### src/rtl/core/utf8_stream_decoder_core_assert.svh
// ----------------------------------------------------------------------------
// UTF-8 stream decoder assertion macros
// Shared concurrent assertion forms used by the decoder core.
// ----------------------------------------------------------------------------
`ifndef UTF8_STREAM_DECODER_CORE_ASSERT_SVH
`define UTF8_STREAM_DECODER_CORE_ASSERT_SVH

// Same-cycle implication, disabled while reset is asserted.
`define U8SD_ASSERT_SAME(lbl, clk, rst_n, ante, cons, msg) \
  lbl: assert property (@(posedge clk) disable iff (!rst_n) (ante) |-> (cons)) \
    else $error(msg);

// Next-cycle implication, disabled while reset is asserted.
`define U8SD_ASSERT_NEXT(lbl, clk, rst_n, ante, cons, msg) \
  lbl: assert property (@(posedge clk) disable iff (!rst_n) (ante) |=> (cons)) \
    else $error(msg);

`endif

### src/rtl/core/utf8d_pkg.sv
// ----------------------------------------------------------------------------
// UTF-8 decoder package
// Shared constants and the work descriptor passed from front to back.
// ----------------------------------------------------------------------------
package utf8d_pkg;

  localparam int unsigned QUEUE_DEPTH_DEF = 4;

  localparam logic [7:0] CONT_LO   = 8'h80;
  localparam logic [7:0] CONT_HI   = 8'hBF;
  localparam logic [7:0] LEAD_MIN  = 8'hC2;
  localparam logic [7:0] LEAD_E0   = 8'hE0;
  localparam logic [7:0] LEAD_ED   = 8'hED;
  localparam logic [7:0] LEAD_F0   = 8'hF0;
  localparam logic [7:0] LEAD_F4   = 8'hF4;
  localparam logic [7:0] LEAD_BAD  = 8'hF5;
  localparam logic [7:0] E0_LO     = 8'hA0;
  localparam logic [7:0] ED_HI     = 8'h9F;
  localparam logic [7:0] F0_LO     = 8'h90;
  localparam logic [7:0] F4_HI     = 8'h8F;

  // One input byte's results: n_err error beats, then an optional valid beat.
  typedef struct packed {
    logic [2:0]  n_err;
    logic        has_valid;
    logic [20:0] cp;
    logic [2:0]  len;
  } job_t;

endpackage

### src/rtl/core/utf8d_front.sv
// ----------------------------------------------------------------------------
// UTF-8 decoder front end
// Accepts bytes, tracks the open sequence and builds one job for each byte that yields results.
// ----------------------------------------------------------------------------
module utf8d_front (
  input  logic              clk,
  input  logic              rst_n,
  input  logic              in_valid,
  output logic              in_ready,
  input  logic [7:0]        in_data_byte,
  input  logic              in_final_byte,
  input  logic              q_full,
  output logic              push,
  output utf8d_pkg::job_t   job
);
  import utf8d_pkg::*;

  logic [7:0]  lead_r, lead_nxt;
  logic [2:0]  exp_r, exp_nxt;
  logic [1:0]  seen_r, seen_nxt;
  logic [20:0] part_r, part_nxt;
  logic [7:0]  lo, hi;
  logic [2:0]  seen_inc;
  logic [20:0] part_shift;
  logic        do_start;
  logic        accept;

  assign in_ready   = !q_full;
  assign accept     = in_valid && in_ready;
  assign part_shift = {part_r[14:0], in_data_byte[5:0]};
  assign seen_inc   = {1'b0, seen_r} + 3'd1;

  always_comb begin
    lead_nxt = lead_r;
    exp_nxt  = exp_r;
    seen_nxt = seen_r;
    part_nxt = part_r;
    job      = '0;
    job.len  = 3'd1;
    lo       = CONT_LO;
    hi       = CONT_HI;
    do_start = 1'b0;
    if (seen_r == 2'd1) begin
      case (lead_r)
        LEAD_E0: lo = E0_LO;
        LEAD_ED: hi = ED_HI;
        LEAD_F0: lo = F0_LO;
        LEAD_F4: hi = F4_HI;
        default: ;
      endcase
    end
    if (exp_r == 3'd0) begin
      do_start = 1'b1;
    end else if (in_data_byte inside {[lo:hi]}) begin
      if (seen_inc >= exp_r) begin
        job.has_valid = 1'b1;
        job.cp        = part_shift;
        job.len       = exp_r;
        lead_nxt      = '0;
        exp_nxt       = '0;
        seen_nxt      = '0;
        part_nxt      = '0;
      end else begin
        seen_nxt = seen_inc[1:0];
        part_nxt = part_shift;
      end
    end else begin
      job.n_err = {1'b0, seen_r};
      lead_nxt  = '0;
      exp_nxt   = '0;
      seen_nxt  = '0;
      part_nxt  = '0;
      do_start  = 1'b1;
    end
    if (do_start) begin
      if (!in_data_byte[7]) begin
        job.has_valid = 1'b1;
        job.cp        = {13'd0, in_data_byte};
        job.len       = 3'd1;
      end else if (in_data_byte < LEAD_MIN || in_data_byte >= LEAD_BAD) begin
        job.n_err = job.n_err + 3'd1;
      end else begin
        lead_nxt = in_data_byte;
        seen_nxt = 2'd1;
        if (in_data_byte < LEAD_E0) begin
          exp_nxt  = 3'd2;
          part_nxt = {16'd0, in_data_byte[4:0]};
        end else if (in_data_byte < LEAD_F0) begin
          exp_nxt  = 3'd3;
          part_nxt = {17'd0, in_data_byte[3:0]};
        end else begin
          exp_nxt  = 3'd4;
          part_nxt = {18'd0, in_data_byte[2:0]};
        end
      end
    end
    if (in_final_byte && exp_nxt != 3'd0) begin
      job.n_err = job.n_err + {1'b0, seen_nxt};
      lead_nxt  = '0;
      exp_nxt   = '0;
      seen_nxt  = '0;
      part_nxt  = '0;
    end
  end

  assign push = accept && (job.n_err != 3'd0 || job.has_valid);

  always_ff @(posedge clk) begin
    if (!rst_n) begin
      lead_r <= '0;
      exp_r  <= '0;
      seen_r <= '0;
      part_r <= '0;
    end else if (accept) begin
      lead_r <= lead_nxt;
      exp_r  <= exp_nxt;
      seen_r <= seen_nxt;
      part_r <= part_nxt;
    end
  end

endmodule

### src/rtl/core/utf8d_fifo.sv
// ----------------------------------------------------------------------------
// UTF-8 decoder job queue
// Short register queue that decouples the front end from the back end.
// ----------------------------------------------------------------------------
module utf8d_fifo #(
  parameter int unsigned DEPTH = utf8d_pkg::QUEUE_DEPTH_DEF
) (
  input  logic              clk,
  input  logic              rst_n,
  input  logic              push,
  input  utf8d_pkg::job_t   push_job,
  input  logic              pop,
  output utf8d_pkg::job_t   head_job,
  output logic              full,
  output logic              empty
);
  import utf8d_pkg::*;

  localparam int unsigned PTR_W = (DEPTH > 1) ? $clog2(DEPTH) : 1;
  localparam int unsigned CNT_W = $clog2(DEPTH + 1);

  job_t             mem_r [DEPTH];
  logic [PTR_W-1:0] wr_ptr_r, wr_ptr_nxt;
  logic [PTR_W-1:0] rd_ptr_r, rd_ptr_nxt;
  logic [CNT_W-1:0] cnt_r, cnt_nxt;
  logic             do_push, do_pop;

  assign full     = (cnt_r == CNT_W'(DEPTH));
  assign empty    = (cnt_r == '0);
  assign do_push  = push && !full;
  assign do_pop   = pop && !empty;
  assign head_job = mem_r[rd_ptr_r];

  always_comb begin
    wr_ptr_nxt = wr_ptr_r;
    rd_ptr_nxt = rd_ptr_r;
    cnt_nxt    = cnt_r;
    if (do_push) begin
      wr_ptr_nxt = (wr_ptr_r == PTR_W'(DEPTH - 1)) ? '0 : wr_ptr_r + 1'b1;
    end
    if (do_pop) begin
      rd_ptr_nxt = (rd_ptr_r == PTR_W'(DEPTH - 1)) ? '0 : rd_ptr_r + 1'b1;
    end
    if (do_push && !do_pop) begin
      cnt_nxt = cnt_r + 1'b1;
    end else if (do_pop && !do_push) begin
      cnt_nxt = cnt_r - 1'b1;
    end
  end

  always_ff @(posedge clk) begin
    if (!rst_n) begin
      wr_ptr_r <= '0;
      rd_ptr_r <= '0;
      cnt_r    <= '0;
    end else begin
      wr_ptr_r <= wr_ptr_nxt;
      rd_ptr_r <= rd_ptr_nxt;
      cnt_r    <= cnt_nxt;
    end
  end

  always_ff @(posedge clk) begin
    if (do_push) begin
      mem_r[wr_ptr_r] <= push_job;
    end
  end

endmodule

### src/rtl/core/utf8d_back.sv
// ----------------------------------------------------------------------------
// UTF-8 decoder back end
// Expands the job at the queue head into one result beat per cycle while out_ready is high.
// ----------------------------------------------------------------------------
module utf8d_back (
  input  logic              clk,
  input  logic              rst_n,
  input  utf8d_pkg::job_t   head_job,
  input  logic              q_empty,
  output logic              pop,
  output logic              out_valid,
  input  logic              out_ready,
  output logic [20:0]       out_code_point,
  output logic              out_is_valid,
  output logic [2:0]        out_seq_length,
  output logic              out_run_end
);
  import utf8d_pkg::*;

  logic [1:0] idx_r, idx_nxt;
  logic [2:0] total;
  logic       last;
  logic       beat_ok;

  assign total     = head_job.n_err + {2'b00, head_job.has_valid};
  assign last      = ({1'b0, idx_r} == (total - 3'd1));
  assign beat_ok   = last && head_job.has_valid;
  assign out_valid = !q_empty;
  assign pop       = out_valid && out_ready && last;

  assign out_code_point = beat_ok ? head_job.cp : '0;
  assign out_is_valid   = beat_ok;
  assign out_seq_length = beat_ok ? head_job.len : 3'd1;
  assign out_run_end    = last;

  always_comb begin
    idx_nxt = idx_r;
    if (out_valid && out_ready) begin
      idx_nxt = last ? 2'd0 : idx_r + 2'd1;
    end
  end

  always_ff @(posedge clk) begin
    if (!rst_n) begin
      idx_r <= '0;
    end else begin
      idx_r <= idx_nxt;
    end
  end

endmodule

### src/rtl/core/utf8_stream_decoder_core.sv
// ----------------------------------------------------------------------------
// UTF-8 stream decoder core
// Strict streaming UTF-8 decoder with a decoupled front end and back end.
// ----------------------------------------------------------------------------
// The core takes one byte per cycle whenever its job queue has room, and
// sends one result beat per cycle while out_ready is high. Each byte with
// results becomes one job holding one to four of them; a byte with N results
// occupies the back end for N result beats, so a run of error bursts is
// absorbed by the QUEUE_DEPTH-entry job queue and throttles the input only
// once that queue is full. A result appears once its job is at the queue head,
// at the earliest from the cycle after its byte is accepted. No clearing pass follows reset.
`include "utf8_stream_decoder_core_assert.svh"

module utf8_stream_decoder_core #(
  parameter int unsigned QUEUE_DEPTH = utf8d_pkg::QUEUE_DEPTH_DEF
) (
  input  logic        clk,
  input  logic        rst_n,
  input  logic        in_valid,
  output logic        in_ready,
  input  logic [7:0]  in_data_byte,
  input  logic        in_final_byte,
  output logic        out_valid,
  input  logic        out_ready,
  output logic [20:0] out_code_point,
  output logic        out_is_valid,
  output logic [2:0]  out_seq_length,
  output logic        out_run_end
);
  import utf8d_pkg::*;

  job_t push_job;
  job_t head_job;
  logic push;
  logic pop;
  logic q_full;
  logic q_empty;

  utf8d_front u_front (
    .clk           (clk),
    .rst_n         (rst_n),
    .in_valid      (in_valid),
    .in_ready      (in_ready),
    .in_data_byte  (in_data_byte),
    .in_final_byte (in_final_byte),
    .q_full        (q_full),
    .push          (push),
    .job           (push_job)
  );

  utf8d_fifo #(
    .DEPTH (QUEUE_DEPTH)
  ) u_fifo (
    .clk      (clk),
    .rst_n    (rst_n),
    .push     (push),
    .push_job (push_job),
    .pop      (pop),
    .head_job (head_job),
    .full     (q_full),
    .empty    (q_empty)
  );

  utf8d_back u_back (
    .clk            (clk),
    .rst_n          (rst_n),
    .head_job       (head_job),
    .q_empty        (q_empty),
    .pop            (pop),
    .out_valid      (out_valid),
    .out_ready      (out_ready),
    .out_code_point (out_code_point),
    .out_is_valid   (out_is_valid),
    .out_seq_length (out_seq_length),
    .out_run_end    (out_run_end)
  );

  `U8SD_ASSERT_SAME(a_push_not_full, clk, rst_n, push, !q_full, "Job pushed into a full queue")
  `U8SD_ASSERT_SAME(a_valid_ends_run, clk, rst_n, out_valid && out_is_valid, out_run_end, "Valid beat is not the last of its run")
  `U8SD_ASSERT_SAME(a_error_shape, clk, rst_n, out_valid && !out_is_valid, out_code_point == 21'd0 && out_seq_length == 3'd1, "Error beat carries a value or length")
  `U8SD_ASSERT_NEXT(a_push_shows, clk, rst_n, push, out_valid, "Queued job not presented at the output")

endmodule
### config.mk
export PLATFORM = sky130hd
export DESIGN_NAME = utf8_stream_decoder_core
export DESIGN_NICKNAME = d
export VERILOG_FILES = /design/src/rtl/core/utf8d_pkg.sv /design/src/rtl/core/utf8d_front.sv /design/src/rtl/core/utf8d_fifo.sv /design/src/rtl/core/utf8d_back.sv /design/src/rtl/core/utf8_stream_decoder_core.sv
export VERILOG_INCLUDE_DIRS = /design/src /design/src/rtl/core
export SDC_FILE = /design/constraint.sdc
export NUM_CORES = 1
export LEC_CHECK = 0
export BUFFER_PORTS_ARGS = -buffer_cell sky130_fd_sc_hd__buf_2
export CORE_MARGIN = 2
export CORE_UTILIZATION = 35
export CTS_CLUSTER_DIAMETER = 100
export DETAILED_ROUTE_END_ITERATION = 7
export PLACE_DENSITY = 0.63
export SLEW_MARGIN = 20
export SYNTH_ARGS = -nofsm -noshare
export SYNTH_HDL_FRONTEND = slang
export SYNTH_SLANG_ARGS = --single-unit
### constraint.sdc
create_clock -name clk -period 4.95 [get_ports clk]
set_input_delay 0.7425 -clock clk [delete_from_list [all_inputs] [get_ports clk]]
set_output_delay 0.7425 -clock clk [all_outputs]
set_load 0.01 [all_outputs]
==> flow_results.org, run 1 <==
** Status
- Outcome :: finished clean

** Power
- Per report_power, the sequential group accounts for approximately 44% of the total.
- IR analysis of the VDD net gives a maximum drop of 0.2500 mV.
- The share of total power dissipated in the clock network is between 30% and 40%.
- Internal cell power :: roughly 2.5 mW
- Net switching power figure :: approximately 0.90 mW
- P_leak :: between 2 and 3 nW
- Combinational fraction of design power :: 18.9%
- Switching power share of the total :: between 20% and 30%
- Power per unit of standard cell area :: 432.9 mW/mm^2

** Placed design
- The congestion estimate from routability-driven global placement came to about 0.85.
- Placed wire-length estimate :: approximately 9100 microns
- Timing analysis after detailed placement gives a worst setup slack of -0.02036 ns.
- The count of buffers added on input and output ports is 40.

** Clocking
- In this run the post-CTS setup repair buffer count came out at 0.
- The H-tree was split into 4 levels.
- Counting along the longest clock path gives a buffer depth of 2.
- The root buffer cell chosen for the clock tree is sky130_fd_sc_hd__clkbuf_16.
- Clock Sink Count :: 151
- Clock latency on the worst-skew pair, taken at its later pin, is between 0.4 and 0.5 ns.
- CTS clock-pin slew for the worst setup and hold paths :: about 0.060 ns
- CTS Buf Count :: 17
- TritonCTS clock tree :: done

** Worst setup path
- The worst setup path is captured at a flop.
- Data arrival time of the critical path :: roughly 5.1 ns
- Critical path peak fanout :: 4
- Ordered list of cells on the worst path :: inv_1, ha_1, nand3_2, nor4_1, ha_1, nand4_1, o311ai_2, o21ai_1, and3_1, ha_1, nand2_1, o21a_1, fa_1, nand3_2, nand2_2, a31oi_4, ha_4, inv_1, fa_1, xor2_1, or3_1, a21boi_1
- Cell occurring most often along the worst timing path :: sky130_fd_sc_hd__ha_1
- STA puts the critical path data required time at approximately 5.3 ns.
- The slowest stage of the critical path belongs to the cell sky130_fd_sc_hd__fa_1.
- STA classifies the critical path startpoint as a flop.
- The largest single stage delay on the critical path is 0.51 ns.
- Critical path class :: flop to flop

** Cells and area
- Most used cells in the layout excluding fill and tap cells :: sky130_fd_sc_hd__edfxtp_1, sky130_fd_sc_hd__buf_2, sky130_fd_sc_hd__dfxtp_1
- 0 antenna diodes ended up in the layout.
- Count of filler cells inserted in the layout :: between 1500 and 2000
- Most common cell after layout, fill and taps aside :: sky130_fd_sc_hd__edfxtp_1
- The net count of the finished layout is ~560.
- Ratio of cells with drive above 1 in the final layout :: between 20% and 30%
- Post-synthesis to final-layout area growth :: 17.43%

** Yosys
- Number of storage elements in the synthesis netlist :: between 150 and 200
- The share of the Yosys chip area taken by registers is between 60% and 70%.
- In the synthesized netlist, the number of instances is about 470.
- For this run, the number of Yosys warnings is 0.
- In this run the cell area of the synthesized design comes to 0.006735 sq mm.
- In the synthesized netlist the async set-or-reset flop fraction comes to 0%.
- A synthesized cell averages roughly 14 sq um.
- Post-synth EDFFs :: 112
- Main synth FF type :: sky130_fd_sc_hd__edfxtp_1
- Synthesis produced a netlist with a net count of between 500 and 600.
- Yosys mapped the design onto 60 distinct sky130hd cell types.

** Global route
- The first global-routing pass estimated between 20000 and 25000 microns of wire.
- Summed over all layers, the global routing overflow is 0.
- Global-route usage over all layers :: 14.37%
- Initial antenna violation count :: 0
- The via count of the first global-routing pass came to between 4000 and 5000.
- Entering global routing, the biggest net connects 40 pins.

** Routing
- Detailed Route WL :: roughly 14000 microns
- Via Count :: a little over 4000
- Residual antenna-violating net count after detailed routing :: 0
- The detailed router finished its first iteration with around 210 violations.
- For this run, design rule violations remaining after detail routing come to 0.
- Number of vias per cell :: ~5.3
- Average wire per cell in the routed design :: around 18 microns
- Before antenna repair, the detailed router went through 4 iterations.

** Floorplan
- Measured along the y axis, the die boundary spans between 100 and 150 microns.
- The initial utilization of the core area, before any placement, comes to between 30% and 40%.
- Core box area :: 0.01877 sq mm
- Die extent in x :: between 100 and 150 microns
- Number of placed I/O pins :: between 40 and 50
- Std-Cell Rows :: 50
- The floorplan step defined a die boundary enclosing 0.02037 sq mm.

** Min path
- Tightest Hold Check Type :: flop to flop

** Timing
- Based on the critical path, the design can be clocked at up to about 0.21 GHz.
- Smallest setup slack after layout :: approximately 0.16 ns
- Max-slew violation count :: 0
- Max transition margin :: around 38%
- For the finished layout, the period the worst path requires is 4.787 ns.
- The hold violation total from the final report was 0.
- At the pin with the least slew margin, the transition time is about 0.91 ns.
- Setup violations, final :: 0
- After routing, the total negative slack on setup checks comes to 0 ns.
- Final period utilization :: 96.72%
- Worst clock skew :: 0.01032 ns

** Run
- Max-cap violations in this run came to 0.
## registers in the layout, indices dropped and copies added, names as in the netlist, named ones only
| name | cells |
|---|---|
| u_front.seen_r | 2 |
| u_front.exp_r | 3 |
| u_front.lead_r | 8 |
| u_fifo.cnt_r | 3 |
| u_back.idx_r | 2 |
| u_front.part_r | 15 |
| u_fifo.mem_r | 112 |
| u_fifo.rd_ptr_r | 2 |
| u_fifo.wr_ptr_r | 2 |
## cell families (layout without fill, tap and decap cells)
family          count (synthesis)  count (layout)  share of synthesized area, %
compound gates                 68              68                         7.784
flops                         151             151                         61.53
xor+xnor                        5               5                        0.6503
mux                            32              32                         9.957
simple gates                  158             158                         13.62
buf+inv                        37             105                         2.341
fa+ha+maj                      21              21                         4.124
## critical path: cells and delay by family (launching register included)
kind	cells	cell delay (ns)
flops	1	0.35
simple gates	8	1.24
buf+inv	2	0.15
xor+xnor	1	0.19
fa+ha+maj	6	1.68
compound gates	5	1.09
## timing repair
item / CTS / global route
setup endpoints to repair: 1 / 1
pin swaps: 0 / 1
cloned: 0 / 0
resized for setup: 1 / 5
hold buffers: 0 / 0
## path summary, 6_finish.rpt
kind,slack [ns],from,cells past startpoint,endpoint
setup reg to reg,0.16,u_front.seen_r[1],22,u_fifo.cnt_r[2]
setup / recovery,0.16,u_front.seen_r[1],22,u_fifo.cnt_r[2]
hold reg to reg,0.48,u_fifo.rd_ptr_r[0],2,flop
hold / removal,0.48,u_fifo.rd_ptr_r[0],2,flop
## cell type report
type	count	area, sq um	area share [%]
Sequential cell	151	4145	52.41
Timing Repair Buffer	56	370.4	4.683
Inverter	17	63.81	0.8068
Multi-Input combinational cell	284	2452	31.01
Tap cell	234	292.8	3.702
Clock buffer	22	496.7	6.281
Clock inverter	10	87.58	1.107
## cells in the mapped netlist (3+ instances only)
cell / count / area share [%]
sky130_fd_sc_hd__nor2b_1: 29 / 2.7
sky130_fd_sc_hd__inv_1: 17 / 0.95
sky130_fd_sc_hd__or3_1: 7 / 0.65
sky130_fd_sc_hd__nor3_1: 8 / 0.59
sky130_fd_sc_hd__and3_1: 25 / 2.3
sky130_fd_sc_hd__ha_1: 19 / 3.5
sky130_fd_sc_hd__a32oi_1: 4 / 0.52
sky130_fd_sc_hd__mux4_2: 28 / 9.4
sky130_fd_sc_hd__o21a_1: 3 / 0.33
sky130_fd_sc_hd__nand2_2: 3 / 0.28
sky130_fd_sc_hd__and2_1: 26 / 2.4
sky130_fd_sc_hd__nand4_1: 3 / 0.28
sky130_fd_sc_hd__a22oi_1: 20 / 2.2
sky130_fd_sc_hd__o21ai_0: 8 / 0.59
sky130_fd_sc_hd__xnor2_1: 3 / 0.39
sky130_fd_sc_hd__nand2_1: 27 / 1.5
sky130_fd_sc_hd__dfxtp_1: 39 / 12
sky130_fd_sc_hd__edfxtp_1: 112 / 50
sky130_fd_sc_hd__clkbuf_1: 12 / 0.67
sky130_fd_sc_hd__a21boi_0: 4 / 0.45
sky130_fd_sc_hd__nor3_2: 3 / 0.45
sky130_fd_sc_hd__mux2i_1: 4 / 0.59
sky130_fd_sc_hd__nand3_1: 4 / 0.30
sky130_fd_sc_hd__a21oi_1: 5 / 0.37
sky130_fd_sc_hd__nor2_1: 10 / 0.56
## through the flow
| step | instance area (sq um) | utilization, % | cells | hold slack [ns] | power, mW |
|---|---|---|---|---|---|
| after floorplan | 6735 | - | 472 | 0.4602 | 1.978 |
| after global placement | 7306 | 38.93 | 742 | 0.4655 | 2.181 |
| after detailed placement | 7306 | 38.93 | 742 | 0.4849 | 2.201 |
| after CTS | 7890 | 42.04 | 774 | 0.4890 | 3.453 |
| after global routing | 7909 | 42.14 | 774 | 0.5066 | 3.585 |
| final | 7909 | 42.14 | 774 | 0.4844 | 3.423 |
## metal layers
metal	wire, microns	vias to the layer above	track usage [%]
met5	0	-	0
met4	198	0	5.263
met3	625	16	3.823
met2	6909	99	23.79
met1	6167	2044	18.18
li1	-	1921	-
## power by group through the flow
stage	registers, mW	clock network (mW)	logic (mW)
after floorplan	1.53	0	0.444
after global placement	1.54	0	0.640
after global routing	1.53	1.33	0.723
after detailed placement	1.55	0	0.653
after CTS	1.52	1.27	0.657
final	1.52	1.25	0.649
No activity file was read; power rests on OpenSTA's default activity.
==> run 2, diff against run 1 <==
RECOVER_POWER = 50   (was not set)
==> run 2 against run 1 <==
- cell count did not move
- sequential power barely moved
- sequential share of layout area rose by 0.066 points
- final area fell by 0.13%
- clock skew barely moved
- combinational power barely moved
- critical endpoint unchanged
- highest routed layer unchanged
==> flow_results.org, run 2 (synthesis gave the netlist of run 1 again) <==
** Clocking
- The clock reaches the later pin of the worst-skew pair after 0.42 ns.
- The tree is rooted in a sky130_fd_sc_hd__clkbuf_16.
- CTS Buf Count :: 17
- Cts-stage hold buffer count :: 0
- CTS clock-pin slew for the worst setup and hold paths :: ~0.06 ns
- Clk buf depth :: 2
- TritonCTS clock tree :: done
- The clock tree synthesis step divided the H-tree into 4 levels.
- Buffers added to address setup during post-CTS repair amount to 0.
- For this design, the sink count on the clock tree is approximately 150.

** Power
- Summed over all cells, the static leakage comes to 2.826 nW.
- Net switching power figure :: about 0.9 mW
- Switching power share of the total :: 26.43%
- Combinational fraction of design power :: between 10% and 20%
- Dividing total power by cell area gives a power density of 433.0 mW/mm^2.
- Cell internal power was estimated by the tool at about 2.5 mW.
- The share of total power dissipated in sequential elements is between 40 and 50%.
- Fraction of power consumed by the clock network :: between 30% and 40%
- Worst ir drop on vdd :: 0.2495 mV
- Total power draw :: roughly 3.4 mW

** Worst setup path
- The worst setup path is launched from a flop.
- Critical path class :: flop to flop
- For flop-to-flop paths, the worst setup slack is 0.15 ns.
- Data arrival time of the critical path :: 5.14 ns
- Type of element capturing the critical path :: flop
- Critical path peak fanout :: 4
- Required time worst endpoint :: between 5 and 6 ns

** Placed design
- At the end of routability-driven placement, the weighted congestion stood at approximately 0.85.
- Dpl cells :: approximately 740
- Post-DP Area :: around 0.0073 sq mm
- Summed over all nets, the half-perimeter wirelength after detailed placement is slightly above 9000 microns.
- Port buffering added 40 buffers.

** Cells and area
- The library cells used most frequently in the layout, excluding fill and tap cells, are sky130_fd_sc_hd__edfxtp_1, sky130_fd_sc_hd__dfxtp_1, sky130_fd_sc_hd__buf_2.
- The register with the most flip-flops in the final layout is u_fifo.mem_r.
- Regs by FF count :: u_fifo.mem_r x112, u_front.part_r x15, u_front.lead_r x8
- Most common cell after layout, fill and taps aside :: sky130_fd_sc_hd__edfxtp_1
- Design area :: slightly below 0.008 sq mm
- Fill cells in the final layout number roughly 1700.
- Count of inserted antenna diode cells :: 0
- Cells fill 42.09% of the core in the end.
- The area growth from synthesis to layout is 17.28%.
- Ratio of cells with drive above 1 in the final layout :: roughly a quarter
- Flip-flop count of the largest register, all copies and words added :: approximately 110
- Layout Cells excl Fill :: between 700 and 800
- Final-stage net count :: 561

** Status
- The flow ran to the end, and the final reports show no timing, DRC or antenna violations.

** Routing
- Once detail routing completed, the nets flagged for antenna violations numbered 0.
- Across all layers, the routed design uses 4087 vias.
- Number of vias per cell :: 5.280
- Average wire per cell in the routed design :: 17.95 microns
- Initial detailed-routing violation count :: approximately 210
- The routed design has roughly 14000 microns of wire.
- First drt pass iteration count :: 4
- For this run, design rule violations remaining after detail routing come to 0.

** Run
- MaxCap Viol Count :: 0

** Timing
- The max-slew violation total from the final report was 0.
- For the pin with the worst max-slew slack, the measured transition is 0.8977 ns.
- Final period utilization :: between 90% and 100%
- The hold violation total from the final report is 0.
- Based on the critical path, the design can be clocked at up to about 0.21 GHz.
- Setup violations remaining at the end of the flow were counted as 0.
- After layout, the minimum clock period comes to approximately 4.8 ns.
- On the final layout, the worst clock skew is 0.01039 ns.
- The worst pin sits at a relative slew slack of approximately two fifths.

** Floorplan
- Std-Cell Rows :: 50
- Number of placed I/O pins :: around 40
- Die extent in x :: 142.7 microns
- Die H :: 142.7 microns
- The floorplan step defined a core boundary enclosing 0.01877 sq mm.
- Starting Density :: between 30% and 40%
- The die covers slightly above 0.02 sq mm.

** Global route
- The first global-routing pass estimated between 20000 and 25000 microns of wire.
- Global route overflow :: 0
- Entering global routing, the biggest net connects 40 pins.
- Number of global-route vias before repair :: 4100
- Initial antenna violation count :: 0
- Global-route usage over all layers :: 14.37%

** Min path
- Tightest Hold Check Type :: flop to flop
==> run 2: cell types whose count changed in the layout (fill, tap and decap cells not counted), sizes merged <==
cell    before  now
buf         56   52
clkbuf      22   26
==> run 2: layout make-up <==
| class | count | area, sq um | area share, % |
|---|---|---|---|
| Timing Repair Buffer | 56 | 360.3 | 4.562 |
| Tap cell | 234 | 292.8 | 3.707 |
| Clock inverter | 10 | 87.58 | 1.109 |
| Inverter | 17 | 63.81 | 0.8079 |
| Clock buffer | 22 | 496.7 | 6.289 |
| Multi-Input combinational cell | 284 | 2452 | 31.05 |
| Sequential cell | 151 | 4145 | 52.48 |
==> run 2: power groups by stage <==
stage | registers [mW] | logic, mW | clock network, mW
final | 1.52 | 0.646 | 1.25
after global routing | 1.53 | 0.719 | 1.33
after CTS | 1.52 | 0.657 | 1.27
after detailed placement | 1.55 | 0.653 | 0
after global placement | 1.54 | 0.640 | 0
after floorplan | 1.53 | 0.444 | 0
==> run 2: critical path, cell delays in order, from the launching register on <==
cell and delay (ns):
sky130_fd_sc_hd__dfxtp_1 0.35, sky130_fd_sc_hd__inv_1 0.10, sky130_fd_sc_hd__ha_1 0.21, sky130_fd_sc_hd__nand3_2 0.12, sky130_fd_sc_hd__nor4_1 0.25, sky130_fd_sc_hd__ha_1 0.16, sky130_fd_sc_hd__nand4_1 0.13, sky130_fd_sc_hd__o311ai_2 0.35
sky130_fd_sc_hd__o21ai_1 0.19, sky130_fd_sc_hd__and3_1 0.21, sky130_fd_sc_hd__ha_1 0.27, sky130_fd_sc_hd__nand2_1 0.06, sky130_fd_sc_hd__o21a_1 0.19, sky130_fd_sc_hd__fa_1 0.51, sky130_fd_sc_hd__nand3_2 0.10, sky130_fd_sc_hd__nand2_2 0.06
sky130_fd_sc_hd__a31oi_4 0.22, sky130_fd_sc_hd__ha_4 0.16, sky130_fd_sc_hd__inv_1 0.04, sky130_fd_sc_hd__fa_1 0.37, sky130_fd_sc_hd__xor2_1 0.19, sky130_fd_sc_hd__or3_1 0.31, sky130_fd_sc_hd__a21boi_1 0.16
==> run 2: worst paths after layout <==
| path | start | depth (start not counted) | endpoint |
|---|---|---|---|
| setup / recovery | u_front.seen_r[1] | 22 | u_fifo.cnt_r[2] |
| hold / removal | u_fifo.rd_ptr_r[0] | 2 | flop |
| setup reg to reg | u_front.seen_r[1] | 22 | u_fifo.cnt_r[2] |
| hold reg to reg | u_fifo.rd_ptr_r[0] | 2 | flop |
==> run 2: routing by layer <==
metal	GRT usage, %	part of all wire [%]	vias to the layer above
met1	18.18	45	2052
li1	-	-	1923
met3	3.823	4.1	16
met5	0	0	-
met2	23.79	50	96
met4	5.263	1.4	0
==> run 2: stage by stage <==
stage / hold slack [ns] / setup slack (ns) / setup TNS [ns]
2_1_floorplan: 0.4602 / 0.3529 / 0
3_3_place_gp: 0.4655 / 0.1719 / 0
5_1_grt: 0.5066 / -0.04381 / -0.04381
6_report: 0.4844 / 0.1538 / 0
3_5_place_dp: 0.4849 / -0.02036 / -0.02036
4_1_cts: 0.4890 / 0.01419 / 0
==> run 2: what timing repair did <==
action                                  in CTS  in global routing
pin swaps                                    0                  1
endpoints found under the setup margin       1                  1
resized for setup                            1                  5
cloned                                       0                  0
==> run 3, diff against run 2 <==
REMOVE_ABC_BUFFERS = 1   (was not set)
==> run 3 against run 2 <==
- worst hold slack improved by 0.013 ns
- fmax grew 1.6%
- via count rose by 0.12%
- power increased by 2.7%
- clock skew grew 0.00069 ns
- sequential cell count unchanged
- final area is 1.1% higher
- global-route usage is 0.67 points higher
- non-clock buffer count up 3
- cell count increased by 0.39%
- critical path depth did not move
- largest cell class unchanged
==> flow_results.org, run 3 (synthesis gave the netlist of run 1 again) <==
** Clocking
- CTS clock-pin slew for the worst setup and hold paths :: about 0.060 ns
- Cts-stage hold buffer count :: 0
- CTS Buf Count :: 17
- At the later pin of the worst-skew pair, clock insertion delay measures 0.42 ns.
- The cell sitting at the root of the clock tree is a sky130_fd_sc_hd__clkbuf_16.
- Clk buf depth :: 2
- The clock tree synthesis step divided the H-tree into 4 levels.
- TritonCTS built the clock tree.
- Clock Sink Count :: about 150

** Placed design
- Before CTS, the worst setup slack after placement is between 0.02 and 0.03 ns.
- Port bufs :: 40
- Routability-driven placement finished with a final weighted congestion of 0.8857.
- Placed wire-length estimate :: 9361 microns
- The placed instances occupy a cell area of between 0.007 and 0.008 sq mm.

** Cells and area
- Ratio of cells with drive above 1 in the final layout :: approximately a quarter
- The library cell used most frequently in the layout, excluding fill and tap cells, is sky130_fd_sc_hd__edfxtp_1.
- Design area :: 0.007989 sq mm
- Share of the core filled with cells in the final layout :: between 40% and 50%
- Count of filler cells inserted in the layout :: between 1500 and 2000
- In the final design database the tool counted 564 nets.
- Register ranked first by flip-flop count :: u_fifo.mem_r
- Most used cells in the layout excluding fill and tap cells :: sky130_fd_sc_hd__edfxtp_1, sky130_fd_sc_hd__buf_2, sky130_fd_sc_hd__dfxtp_1
- In the final layout, the registers with the most flip-flops are u_fifo.mem_r x112, u_front.part_r x15, u_front.lead_r x8.
- 0 antenna diodes ended up in the layout.
- Compared with the post-synthesis result, the final layout area differs by 18.61%.
- The register with the most flip-flops in the layout has 112 of them.

** Routing
- Initial detailed-routing violation count :: 190
- The final layout contains routed wiring with a total length of 14360 microns.
- First drt pass iteration count :: 4
- Residual antenna-violating net count after detailed routing :: 0
- Number of vias per cell :: between 5 and 6
- After detailed routing, the number of remaining DRC violations is 0.
- Average wire per cell in the routed design :: roughly 18 microns
- The detailed router placed between 4000 and 5000 vias in this run.

** Global route
- The first global-routing pass estimated roughly 23000 microns of wire.
- Global route overflow :: 0
- The initial antenna violation count is 0.
- Global-route usage over all layers :: 15.04%
- Number of global-route vias before repair :: approximately 4200
- Maximum number of pins on one net before global-route repair :: 40

** Timing
- The hold violation total from the final report came to 0.
- Across all hold checks on the routed design, the worst slack comes to between 0.4 and 0.5 ns.
- The worst path meets setup with ~0.23 ns of slack.
- Based on the critical path, the design can be clocked at up to about 0.21 GHz.
- The max-slew violation total from the final report was 0.
- Setup violations remaining at the end of the flow were counted as 0.
- Max transition margin :: between 40% and 50%
- Worst slew pin tran :: between 0.8 and 0.9 ns
- Worst clock skew :: roughly 0.011 ns
- Final period utilization :: a little over nine tenths
- Counting I/O delays and the setup requirement, the final critical path takes about 4.7 ns.

** Worst setup path
- Measured in cells, the most critical reg-to-reg path has a length of 22.
- Type of element capturing the critical path :: flop
- STA classifies the critical path startpoint as a flop.
- At the worst endpoint, the required time is 5.29 ns.
- Critical path class :: flop to flop
- STA puts the critical path data arrival time at roughly 5.1 ns.
- Critical path peak fanout :: 4

** Power
- Combinational fraction of design power :: approximately a fifth
- VDD sags by at most 0.2477 mV.
- Fraction of power consumed by the clock network :: 37.8%
- Internal cell power :: roughly 2.6 mW
- Summed over all nets, the switching power comes to between 0.8 and 0.9 mW.
- Power per unit of standard cell area :: between 400 and 500 mW/mm^2
- In this run switching power makes up roughly a quarter of total power.
- Fraction of power consumed by sequential logic :: between 40% and 50%
- Total power draw :: around 3.5 mW
- P_leak :: 2.873 nW

** Min path
- Tightest Hold Check Type :: flop to flop
- Along the worst hold path, the cell count comes to 2.

** Floorplan
- After floorplanning, the core was sized to cover approximately 0.019 sq mm.
- Starting Density :: a little over a third
- 41 I/O pins were placed.
- Die extent in x :: about 140 microns
- The floorplan step defined a die boundary enclosing around 0.020 sq mm.
- Die H :: between 100 and 150 microns
- In this run the core area contains 50 standard-cell rows.

** Status
- The flow ran to the end, and the final reports show no timing, DRC or antenna violations.

** Run
- The tool flagged a number of max-cap violations equal to 0.
run 3: cell count changes in the layout (fill, tap and decap cells not counted), moves of 2 or more:
| cell | change |
|---|---|
| sky130_fd_sc_hd__clkbuf_16 | -2 |
| sky130_fd_sc_hd__bufinv_16 | +3 |
| sky130_fd_sc_hd__buf_4 | +5 |
| sky130_fd_sc_hd__clkinv_2 | +2 |
| sky130_fd_sc_hd__inv_4 | -3 |
run 3: area by class of cell:
cell class,count,area [sq um],area share [%]
Multi-Input combinational cell,284,2480,31.04
Sequential cell,151,4146,51.90
Inverter,17,63.81,0.7987
Tap cell,234,292.8,3.665
Timing Repair Buffer,59,390.4,4.886
Clock buffer,22,464.2,5.810
Clock inverter,10,151.4,1.895
run 3: timing repair:
action	CTS	global route
gates resized for setup	0	9
buffers inserted	0	1
endpoints found under the setup margin	0	1
run 3: critical path, stage by stage, from the launching register on:
cell                       delay [ns]
sky130_fd_sc_hd__dfxtp_2         0.34
sky130_fd_sc_hd__inv_1           0.10
sky130_fd_sc_hd__ha_2            0.20
sky130_fd_sc_hd__nand3_2         0.12
sky130_fd_sc_hd__nor4_2          0.26
sky130_fd_sc_hd__ha_1            0.16
sky130_fd_sc_hd__nand4_1         0.16
sky130_fd_sc_hd__o311ai_4        0.32
sky130_fd_sc_hd__o21a_1          0.26
sky130_fd_sc_hd__nand3_1         0.14
sky130_fd_sc_hd__o211ai_1        0.27
sky130_fd_sc_hd__ha_1            0.19
sky130_fd_sc_hd__inv_1           0.05
sky130_fd_sc_hd__fa_1            0.46
sky130_fd_sc_hd__nand3_2         0.09
sky130_fd_sc_hd__nand2_2         0.06
sky130_fd_sc_hd__a31oi_4         0.22
sky130_fd_sc_hd__ha_4            0.16
sky130_fd_sc_hd__inv_1           0.04
sky130_fd_sc_hd__fa_1            0.37
sky130_fd_sc_hd__xor2_1          0.17
sky130_fd_sc_hd__or3_1           0.31
sky130_fd_sc_hd__a21boi_0        0.17
run 3: stage by stage:
step / cells / TNS (ns)
final: 777 / 0
after global routing: 777 / -0.03921
after CTS: 776 / 0
after detailed placement: 744 / 0
after global placement: 744 / 0
after floorplan: 452 / 0
run 3: per-layer routing:
metal	wire length (microns)	up-vias	GRT usage (%)
li1	-	1926	-
met1	6373	2062	19.06
met2	7118	81	24.87
met3	611	23	4.359
met4	255	0	4.950
met5	0	-	0
run 3: final timing paths:
check                          start            endpoint  slack (ns)
hold / removal    u_fifo.wr_ptr_r[1]  u_fifo.wr_ptr_r[1]        0.50
hold reg to reg   u_fifo.wr_ptr_r[1]  u_fifo.wr_ptr_r[1]        0.50
setup / recovery   u_front.seen_r[1]     u_fifo.cnt_r[2]        0.23
setup reg to reg   u_front.seen_r[1]     u_fifo.cnt_r[2]        0.23
run 3: power groups by stage:
stage                     combinational, mW  clock [mW]  sequential, mW
after floorplan                       0.402           0            1.55
after global placement                0.650           0            1.55
after detailed placement              0.662           0            1.56
after CTS                             0.664        1.35            1.53
after global routing                  0.729        1.41            1.54
final                                 0.654        1.33            1.53
